===== config.mk =====
export PLATFORM = sky130hd
export DESIGN_NAME = ffrf_cell
export DESIGN_NICKNAME = d
export VERILOG_FILES = /design/src/rtl/core/ffrf_pkg.sv /design/src/rtl/core/ffrf_cell.sv
export SDC_FILE = /design/constraint.sdc
export NUM_CORES = 1
export LEC_CHECK = 0
export ABC_AREA = 1
export BUFFER_PORTS_ARGS = -buffer_cell sky130_fd_sc_hd__buf_2
export CORE_ASPECT_RATIO = 1.25
export CORE_MARGIN = 4
export CORE_UTILIZATION = 44
export DETAILED_ROUTE_END_ITERATION = 12
export GPL_TIMING_DRIVEN = 1
export PLACE_DENSITY_LB_ADDON = 0.12
export REMOVE_ABC_BUFFERS = 1
export SYNTH_ARGS = -nofsm -noshare
export SYNTH_HDL_FRONTEND = slang
export SYNTH_SLANG_ARGS = --single-unit
export TNS_END_PERCENT = 5

===== constraint.sdc =====
create_clock -name clk -period 3.2 [get_ports clk]
set_input_delay 0.64 -clock clk [delete_from_list [all_inputs] [get_ports clk]]
set_output_delay 0.64 -clock clk [all_outputs]
set_load 0.05 [all_outputs]

===== src/rtl/core/ffrf_pkg.sv =====
// Shared types and constants for the follow-filtered recent feed.
// No dependencies; ffrf_cell and follow_filtered_recent_feed refer to this package.
package ffrf_pkg;

    localparam int ID_W          = 6;
    localparam int POST_W        = 31;
    localparam int USERS_DEF     = 64;
    localparam int LOG_DEPTH_DEF = 256;
    localparam int FEED_MAX_DEF  = 10;

    typedef enum logic [1:0] {
        REQ_POST     = 2'd0,
        REQ_FEED     = 2'd1,
        REQ_FOLLOW   = 2'd2,
        REQ_UNFOLLOW = 2'd3
    } req_t;

    typedef enum logic [1:0] {
        CELL_HOLD,
        CELL_PUSH,
        CELL_ROTATE
    } cell_mode_t;

    typedef enum logic [1:0] {
        ST_IDLE,
        ST_FOLLOW_WR,
        ST_SCAN,
        ST_FIN
    } state_t;

    typedef struct packed {
        logic [POST_W-1:0] post;
        logic [ID_W-1:0]   author;
    } entry_t;

endpackage


===== src/rtl/core/ffrf_cell.sv =====
// One slot of the post log chain: push takes the left neighbor, rotate the right.
// Depends on ffrf_pkg.
module ffrf_cell (
    input  logic                clk,
    input  ffrf_pkg::cell_mode_t mode,
    input  ffrf_pkg::entry_t    left_in,
    input  ffrf_pkg::entry_t    right_in,
    output ffrf_pkg::entry_t    q
);

    ffrf_pkg::entry_t q_reg;
    ffrf_pkg::entry_t q_next;

    always_comb
    begin
        unique case (mode)
            ffrf_pkg::CELL_PUSH:   q_next = left_in;
            ffrf_pkg::CELL_ROTATE: q_next = right_in;
            default:               q_next = q_reg;
        endcase
    end

    always_ff @(posedge clk)
    begin
        q_reg <= q_next;
    end

    assign q = q_reg;

endmodule


# Word level (Yosys, flattened, before mapping)
# Cells that the tools add are included.
# totals
ff_bits	37
latchBits	0
ramBits	0
romBits	0
in_bits	77
output_inout_bits	37
wordCells	6
n_memories	0
# classes
addsub	0
multipliers	0
n_div	0
magnitude_cmp	0
eq_ne	2
n_shift	0
n_mux	1
bitwise	0
n_reduce_logical	1
# ops
cell	count
case mux 37 bit (2 select lines)	1
equality test 2 x 1 -> 1 bit, second input constant	1
equality test 2 bit, second input constant	1
nonzero test 2 bit	1

# Logic depth before layout (Yosys ltp)
# logic_depth
ltp_word	2
mapped_depth	6
ltp_nobuf	5

# Worst setup path after synthesis
# No wires, ideal clock.
# synth_timing
path_type	input-to-reg
start	in mode[0]
end	reg q_reg (netlist bit q[0]), enable pin
setup_ns	0.392
arrival_time_ns	1.674
required_ns	2.808
setup_slack_ns	1.134
path_stages	3
n_path_buf	0
cell_sequence	inv_1 -> ha_1 -> inv_1
# synth_via
elab_chain_cells	2
elab_cells_between_ends	3
classes_between	eq/ne (2); reduce/logical (1)
# synth_rtl
item	line_no	source
start: declaration	ffrf_cell.sv:5	input ffrf_pkg::cell_mode_t mode,
equality test 2 bit or equality test 2 x 1 -> 1 bit (tied branches)	ffrf_cell.sv:16	unique case (mode)
nonzero test 2 bit (no line) (*)	n/a	
end signal: assignment	ffrf_cell.sv:25	q_reg <= q_next;
end: declaration	ffrf_cell.sv:11	ffrf_pkg::entry_t q_reg;
# Every way passes the cells marked *; elsewhere a longest branch is shown, timed or not.
# A chain may end at the register's enable or synchronous reset.

# Worst setup path in the final report
# layout_timing
start	in mode[0]
end	reg q_reg (netlist bit q[7]), enable pin
# Same word-level chain as after synthesis.

==> flow_metrics.tcl <==
set metrics [dict create \
    endpoint_kind "register" \
    hold_path.class "in -> reg" \
    finalHoldViolCount 0 \
    routed_wl_um 3700 \
    crit_required_ps 3190 \
    worst_pin_slew_ps 649 \
    cts_setup_buffers 0 \
    p_total_uw 1360 \
    relSlewSlack_pct 56.7 \
    max-vdd-ir-drop_v 0.000492 \
    synth_area_leader_cell "edfxtp_1" \
    grt.met2_usage_pct 24.4 \
    gp_congestion 0.680 \
    yosysWarnings 0 \
    placed_cells 307 \
    yosys-top-cells-count "nand2_1, edfxtp_1, buf_6, buf_4, inv_1" \
    num_vias 1393 \
    largest_reg_flops 37 \
    hpwlAfterDp_um 2820 \
    cts_htree_levels 2 \
    grt_pass1_wl_um 5580 \
    seq_area_frac_synth_pct 68.6 \
    async_flop_share_pct 0 \
    cp_cell_sequence "buf_2 -> inv_1 -> ha_1 -> inv_1 -> buf_4" \
    synthesis.area_um2 1620 \
    cts_tree "yes" \
    setup_violations 0 \
    layout.nets 353 \
    grt_max_degree 38 \
    hold_buffers 0 \
    synth_edf_count 37 \
    port_buffers 113 \
    drv_slew 0 \
    synth_flop_cell "edfxtp_1" \
    rsz0062_at_grt "false" \
    grt_util_met1_pct 17.0 \
    tns_ps 0 \
    critPathTopFamily "buffers and inverters" \
    seqCellArea_um2 1110 \
    hold_ws_ps 615 \
    grt_pass1_vias 1247 \
    path_common_cell "inv_1" \
    use_met3_pct 9.73 \
    wl_per_cell_um 11.7 \
    overflow 0 \
    max_stage_delay_ps 480 \
    route.detailed.drc 0 \
    multi_input_area_um2 429 \
    placementRows 24 \
    ys_ff_latch 37 \
    path_clk_slew_ps 70 \
    crit_path_top_delay_cell "inv_1" \
    p_leak_uw 0.00120 \
    synth.distinct_cells 7 \
    cap_violations 0 \
    area_growth_pct 40.1 \
    root_buffer "clkbuf_8" \
    dr.pass1.iters 4 \
    clkSinkCount 37 \
    power.density_nw_per_um2 601 \
    synthCells 159 \
    yosysMostFrequentCell "nand2_1" \
    core_region_area_um2 3510 \
    drive_above_1_share_pct 44.2 \
    hold_start "left_in[32]" \
    max_freq_mhz 546 \
    synth_top_area_share_pct 68.6 \
    finalCritPeriodShare_pct 57.3 \
    syn_area_per_cell_um2 10.2 \
    vias_per_cell 4.42 \
    critPathLaunchType "primary input" \
    hold_path_depth 3 \
    io-pin-count 114 \
    status "finished clean" \
    drtIter0Drc 26 \
    crit_buf_inv 4 \
    dieWidth_um 62.3 \
    grt.busiest_layer "met2" \
    post_cts_resized 0 \
    clk_path_buf_depth 2 \
    hold_path_end "q[32]$_DFFE_PP_" \
    ant_nets 0 \
    crit_type "in -> reg" \
    die-area_um2 4720 \
    antenna_found_initial 0 \
    grt_usage_pct 15.5 \
    finalNonFillerCells 315 \
    n_antenna_cell 0 \
    die_h_um 75.8 \
    cts_buffers 5 \
    period_needed_ps 1830 \
    start_util_pct 46.1 \
    synthTopCellsByArea "edfxtp_1, nand2_1, buf_6" \
    nFillCells 317 \
    crit_arrival_ps 1820 \
    path_max_fanout 18 \
]
power by group:
part | internal [uW] | leakage, uW | switching [uW]
Clock | 154 | 0.0000395 | 144
Sequential | 618 | 0.000361 | 13.9
Combinational | 97.9 | 0.000802 | 335
Total | 870 | 0.00120 | 492
kinds of logic (layout without fill, tap and decap cells):
family,count (synthesis),in the layout,synth area share [%]
adder cells (fa/ha/maj),1,1,0.773
buffers and inverters,10,127,4.87
flip-flops,37,37,68.6
AND/OR/NAND/NOR,111,111,25.7
layer usage:
layer / vias to the layer above / share of wire, % / wire, um
li1: 737 / - / -
met1: 580 / 37 / 1370
met2: 70 / 47 / 1730
met3: 6 / 15 / 540
met4: 0 / 1.6 / 61
met5: - / 0 / 0
cells in the final DEF, fill, tap and decap left out:
cell type,netlist,routed
buf_2,0,113
nand2_1,111,111
edfxtp_1,37,37
clkbuf_8,0,5
clkbuf_1,0,3
buf_4,3,3
inv_1,2,2
inv_2,1,1
ha_1,1,1
worst max path at each step:
stage | startpoint | endpoint | depth (start not counted) | slack [ps]
2_1_floorplan | mode[0] | q[0]$_DFFE_PP_ | 5 | 970
6_report | mode[0] | q[7]$_DFFE_PP_ | 5 | 1370
5_1_grt | mode[0] | q[10]$_DFFE_PP_ | 5 | 1260
3_5_place_dp | mode[0] | q[28]$_DFFE_PP_ | 5 | 1030
4_1_cts | mode[0] | q[28]$_DFFE_PP_ | 5 | 1340
3_3_place_gp | mode[0] | q[31]$_DFFE_PP_ | 5 | 1060
metrics by stage:
stage	setup slack (ps)	utilization, %	instance area [um^2]
2_1_floorplan	967	-	1550
3_3_place_gp	1060	62.3	2190
3_5_place_dp	1030	62.3	2190
4_1_cts	1340	64.6	2270
5_1_grt	1260	64.6	2270
6_report	1370	64.6	2270
layout make-up:
cell class,instances,share of cell area (%)
clock buffers,8,3.53
inverters,3,0.496
multi-input cells,112,18.9
flip-flops and latches,37,49.0
well taps,39,2.15
repair buffers,116,25.9
No activity file was read; power rests on OpenSTA's default activity.
