**src/rtl/core/ffrf_follow_mem.sv**
```systemverilog
// Follow matrix: one row per user, registered read, row valid bits read as zero.
// Depends on ffrf_pkg only by convention; widths come from parameters.
module ffrf_follow_mem #(
    parameter int USERS = 64,
    parameter int RW    = 6
) (
    input  logic             clk,
    input  logic             rst_n,
    input  logic             rd_en,
    input  logic [RW-1:0]    rd_addr,
    input  logic             wr_en,
    input  logic [RW-1:0]    wr_addr,
    input  logic [USERS-1:0] wr_data,
    output logic [USERS-1:0] rd_data
);

    logic [USERS-1:0] mem [USERS];
    logic [USERS-1:0] row_valid_reg;
    logic [USERS-1:0] rd_data_reg;

    always_ff @(posedge clk)
    begin
        if (wr_en)
        begin
            mem[wr_addr] <= wr_data;
        end
        if (rd_en)
        begin
            rd_data_reg <= row_valid_reg[rd_addr] ? mem[rd_addr] : '0;
        end
    end

    always_ff @(posedge clk or negedge rst_n)
    begin
        if (!rst_n)
        begin
            row_valid_reg <= '0;
        end
        else if (wr_en)
        begin
            row_valid_reg[wr_addr] <= 1'b1;
        end
    end

    assign rd_data = rd_data_reg;

endmodule

```
**config.mk**
```make
export PLATFORM = sky130hd
export DESIGN_NAME = ffrf_follow_mem
export DESIGN_NICKNAME = d
export VERILOG_FILES = /design/src/rtl/core/ffrf_follow_mem.sv
export SDC_FILE = /design/constraint.sdc
export NUM_CORES = 2
export LEC_CHECK = 0
export ABC_AREA = 0
export BUFFER_PORTS_ARGS = -buffer_cell sky130_fd_sc_hd__buf_2
export CORE_MARGIN = 1.5
export CORE_UTILIZATION = 45
export CTS_CLUSTER_SIZE = 25
export DETAILED_ROUTE_END_ITERATION = 10
export SLEW_MARGIN = 20
export SYNTH_ARGS = -nofsm -noshare
export SYNTH_HDL_FRONTEND = slang
export SYNTH_SLANG_ARGS = --single-unit
```
**constraint.sdc**
```tcl
create_clock -name clk -period 6.55 [get_ports clk]
set_input_delay 0.655 -clock clk [delete_from_list [all_inputs] [get_ports clk]]
set_output_delay 0.655 -clock clk [all_outputs]
set_load 0.02 [all_outputs]
```
After elaboration in Yosys (flattened, before gate mapping)
Memory sizes are Yosys's and may differ from the RTL's. A register that Yosys moved wholly into a read port is not among the register bits. Cells that the tools add are included. Widths: inputs -> output; s select.

Bits in registers: 64. Bits in latches: 0. RAM bits: 4096. Bits in read-only memories: 0. Input port bits: 80. Output and inout port bits: 64. Logic and storage cells: 14. Memories kept: 1.

Memories: mem (depth 64, bits a word 64, read ports 1, clocked after Yosys merged registers in 1, write ports 1, line 17) `logic [USERS-1:0] mem [USERS];`.

Add/subtract/negate cells: 0. $mul: 0. Div/mod/pow operators: 0. $lt $le $gt $ge: 3. Equal/unequal tests: 0. Shifts and indexed selects: 0. Multiplexer cells: 6. Bitwise operators: 1. Reduce and logical (&&, ||, !) cells: 2.

Operators with widths (number): $or 64x64->64 (1); $lt 6x7->1 const B (2); $bmux 1 s6 (1); $demux 1 s6 (1); $ge 6x1->1 const B (1); $mux 1 (4); $logic_and 1x1->1 (1); $logic_not 1->1 (1).

Logic depth before layout (Yosys ltp)
Word-level depth: 5. Depth in mapped cells: 11. Gate-level depth less buffers: 5.

Worst setup path after synthesis
Ideal clock, no wire load.

Path kind: input port to flip-flop. Start point: input port wr_addr[3]. End point: register row_valid_reg[48]. Library setup time: 92 ps. Arrival time: 6191 ps. Slack: 267 ps. Stages: 5. Path buffers: 1. Cell sequence: clkbuf_1 nand4b_1 or2_2 nor3_1 or2_2.

Longest elaborated chain between the ends: 5. Elaborated cells on any way between the ends: 6. Classes of those cells: order compare (2); mux (2); bitwise (1); reduce/logical (1).

Ends and longest elaborated chain: from (decl) (line 12) `input logic [RW-1:0] wr_addr,`; $lt 6x7->1 (not written as such) or $ge 6x1->1 (tied branches) (line 41) `row_valid_reg[wr_addr] <= 1'b1;`; $logic_and 1x1->1 (not written as such) (line 41); $mux 1 (not written as such) (line 41); $demux 1 s6 (*) (line 41); $or 64x64->64 (no line) (*); to (signal assigned) (line 37) `row_valid_reg <= '0;`; to (signal, indexed assignment) (line 41); to (decl) (line 18) `logic [USERS-1:0] row_valid_reg;`.

Mark *: on every way between the ends. The rest lies on a longest branch, timed or not. A chain may end at the register's enable or synchronous reset.

Worst setup path after layout
Start point: input port rd_addr[0]. End point: register rd_data_reg[12] (netlist: rd_data[12]) (read register of mem) (data pin).

Longest elaborated chain between the ends: 3.

Ends and longest elaborated chain: from (decl) (line 10) `input logic [RW-1:0] rd_addr,`; $bmux 1 s6 (line 29) `rd_data_reg <= row_valid_reg[rd_addr] ? mem[rd_addr] : '0;`; $mux 1 (not written as such) (line 29); $logic_not 1->1 (no line); to (decl) (line 19) `logic [USERS-1:0] rd_data_reg;`.

Parallel ways exist; a longest one is shown, timed or not. The select of a mux whose other input is x is not followed.

==> impl_metrics.csv <==
group,metric,value,unit
logic_synthesis,yosys_warnings,0,
routing,drt-pass1-iter-count,6,
sta,drv_slew,0,
clock_network,cts_setup_buffers,0,
sta,final.setup.tns,0,ps
cells_and_area,multi_input_area,33200,um^2
global_routing,grt_pass1_wl,654000,um
logic_synthesis,yosysSeqAreaShare,0.784,
sta,tightest_slew,1200,ps
cells_and_area,final_cell_mix,"4160 x edfxtp_1, 843 x mux4_2, 458 x mux2i_1",
logic_synthesis,synth-xor-area-share,0,
floorplanning,initial_core_util,0.453,
global_routing,overflow,0,
sta,fin_hold_ws,167,ps
critical_path,critical_path_class,"input pin to flop",
hold_path,hp-class,"input pin to flop",
global_routing,grt_usage,0.260,
floorplanning,pin_count,144,
hold_path,min_path_cells,1,
critical_path,crit_required,7210,ps
logic_synthesis,synth_top_family_by_area,"multiplexers",
clock_network,numClockSinks,4224,
logic_synthesis,yosys.area_share.adder,0,
placed_design,place_ws,2230,ps
cells_and_area,stdcell_area,182000,um^2
routing,antenna_left,0,
cells_and_area,drive_gt1_frac,0.250,
logic_synthesis,synth_compound_area_frac,0.0303,
sta,final-setup-viol-count,0,
cells_and_area,nets,7805,
critical_path,crit_fanout,80,
sta,skew,45.2,ps
logic_synthesis,ys.flop_type,"edfxtp_1",
sta,relSlewSlack,0.201,
placed_design,gp_routability_congestion,0.785,
critical_path,arrival,4020,ps
sta,rsz0062_at_grt,"no",
placed_design,dp_hpwl,248000,um
clock_network,cts-root-buf,"clkbuf_16",
routing,routedWlPerCell,37.0,um
cells_and_area,layout_commonest_cell,"edfxtp_1",
critical_path,reg2reg_depth,6,
logic_synthesis,synth_nets,7439,
routing,vias_per_cell,6.38,
status,outcome,"completed",
routing,drt_wl_total,475000,um
clock_network,ctsResizeCount,0,
logic_synthesis,ys_types,59,
floorplanning,die_w,602,um
clock_network,cts_buffers,417,
sta,final.setup.worst_slack,3190,ps
clock_network,htreeDepth,5,
logic_synthesis,avgSynthCellArea,21.9,um^2
placed_design,dpl-instance-area,169000,um^2
routing,vias,82000,
clock_network,clock_latency,980,ps
clock_network,cts_tree,"yes",
critical_path,end_kind,"flop",
routing,drcViolationCount,0,
floorplanning,die_h,602,um
clock_network,hold_buffers,1,
run,max-cap-violations,0,
logic_synthesis,yosys.area_share.simple,0.0177,
global_routing,antenna_found_initial,45,
logic_synthesis,synth_area,161000,um^2
floorplanning,rows,219,
power_and_ir_drop,p_leak,57.8,nW
sta,min_period,3360,ps
floorplanning,dieArea,362000,um^2
routing,drt_iter0_drc,11300,
global_routing,grt_pass1_vias,81200,
logic_synthesis,synth_edf_count,4160,
clock_network,clkSlewWorstSetupHoldPaths,60,ps
cells_and_area,largest_register_ffs,4096,
logic_synthesis,synth_cells,7359,
cells_and_area,n_fill_cell,27700,
global_routing,grt_max_degree,110,
logic_synthesis,synth.area.mux_share,0.154,
sta,fmax,297,MHz
logic_synthesis,ys_ff_latch,4224,
power_and_ir_drop,peakVddDrop,0.000244,V
cells_and_area,syn_to_final_growth,12.8,%
cells_and_area,ff_latch_area,127000,um^2
logic_synthesis,ys_async_sr_fraction,0.0152,
clock_network,clockBufferDepth,4,
placed_design,io_buffers,143,
critical_path,critPathLaunchType,"input pin",
sta,timing.final.crit_share,0.513,
sta,finalHoldViolations,0,
floorplanning,core_area,356000,um^2
power_and_ir_drop,p_per_area,307,nW/um^2
-- synthesized netlist by cell type (64+ instances only) --
| cell type | number | area share |
|---|---|---|
| a21oi_1 | 89 | 0.0028 |
| a22oi_1 | 118 | 0.0055 |
| a31oi_1 | 74 | 0.0029 |
| buf_2 | 108 | 0.0033 |
| buf_4 | 76 | 0.0035 |
| clkbuf_1 | 170 | 0.0040 |
| dfrtp_1 | 64 | 0.0099 |
| edfxtp_1 | 4160 | 0.77 |
| mux2_2 | 87 | 0.0061 |
| mux2i_1 | 458 | 0.028 |
| mux4_2 | 843 | 0.12 |
| nand2_1 | 191 | 0.0044 |
| nand3_1 | 83 | 0.0026 |
| nor2_1 | 124 | 0.0029 |
| o21ai_0 | 67 | 0.0021 |
| o22ai_1 | 148 | 0.0057 |
| or2_2 | 68 | 0.0026 |
-- kinds of logic after synthesis --
kind of cell / count (synthesis)
flip-flops: 4224
buffers and inverters: 426
multiplexers: 1401
AND/OR/NAND/NOR: 594
AO/OA/AOI/OAI: 714
-- final cells by class --
class                   count  area share
clock inverters           237      0.0101
multi-input cells        2709       0.182
diodes                     22    0.000302
repair buffers            368      0.0185
clock buffers             530      0.0609
inverters                   5    0.000151
well taps                4751      0.0327
flip-flops and latches   4224       0.695
-- metrics by stage --
| stage | power (mW) | util | instances |
|---|---|---|---|
| after detailed placement | 33.6 | 0.474 | 12100 |
| final | 56.0 | 0.511 | 12800 |
| after global placement | 33.6 | 0.474 | 12100 |
| after global routing | 57.4 | 0.511 | 12800 |
| after CTS | 56.3 | 0.510 | 12800 |
| after floorplan | 32.3 | - | 7359 |
-- metal layers --
layer  track usage  part of all wire  up-vias  routed length (um)
met3        0.0395             0.092      765               43600
met5             0          0.000059        -                  28
met1         0.365              0.39    44800              187000
met4        0.0806             0.032        4               15400
met2         0.421              0.48     4613              230000
li1              -                 -    31800                   -
-- worst max-delay path, cell delays in order --
cell     delay [ps]
buf_12          550
buf_4           570
mux4_1          630
a22oi_1         180
a21oi_1         140
nor4_4          320
buf_12          580
nor4_1          170
-- final timing paths --
kind                                    from                end  slack [ps]
min in group asynchronous              rst_n  row_valid_reg[55]         510
max                               rd_addr[0]        rd_data[12]        3190
max in group asynchronous              rst_n  row_valid_reg[56]        5390
min reg2reg                 row_valid_reg[8]   row_valid_reg[8]         460
min                              wr_data[53]        mem[33][53]         170
max reg2reg                row_valid_reg[32]        rd_data[12]        3690
-- power by group --
group / switching [mW] / internal [mW] / total [mW]
sequential: 0.163 / 30.0 / 30.2
combinational: 1.86 / 1.02 / 2.88
clock: 10.1 / 12.8 / 22.9
total: 12.1 / 43.9 / 56.0
Power figures use the tool's default switching activity.
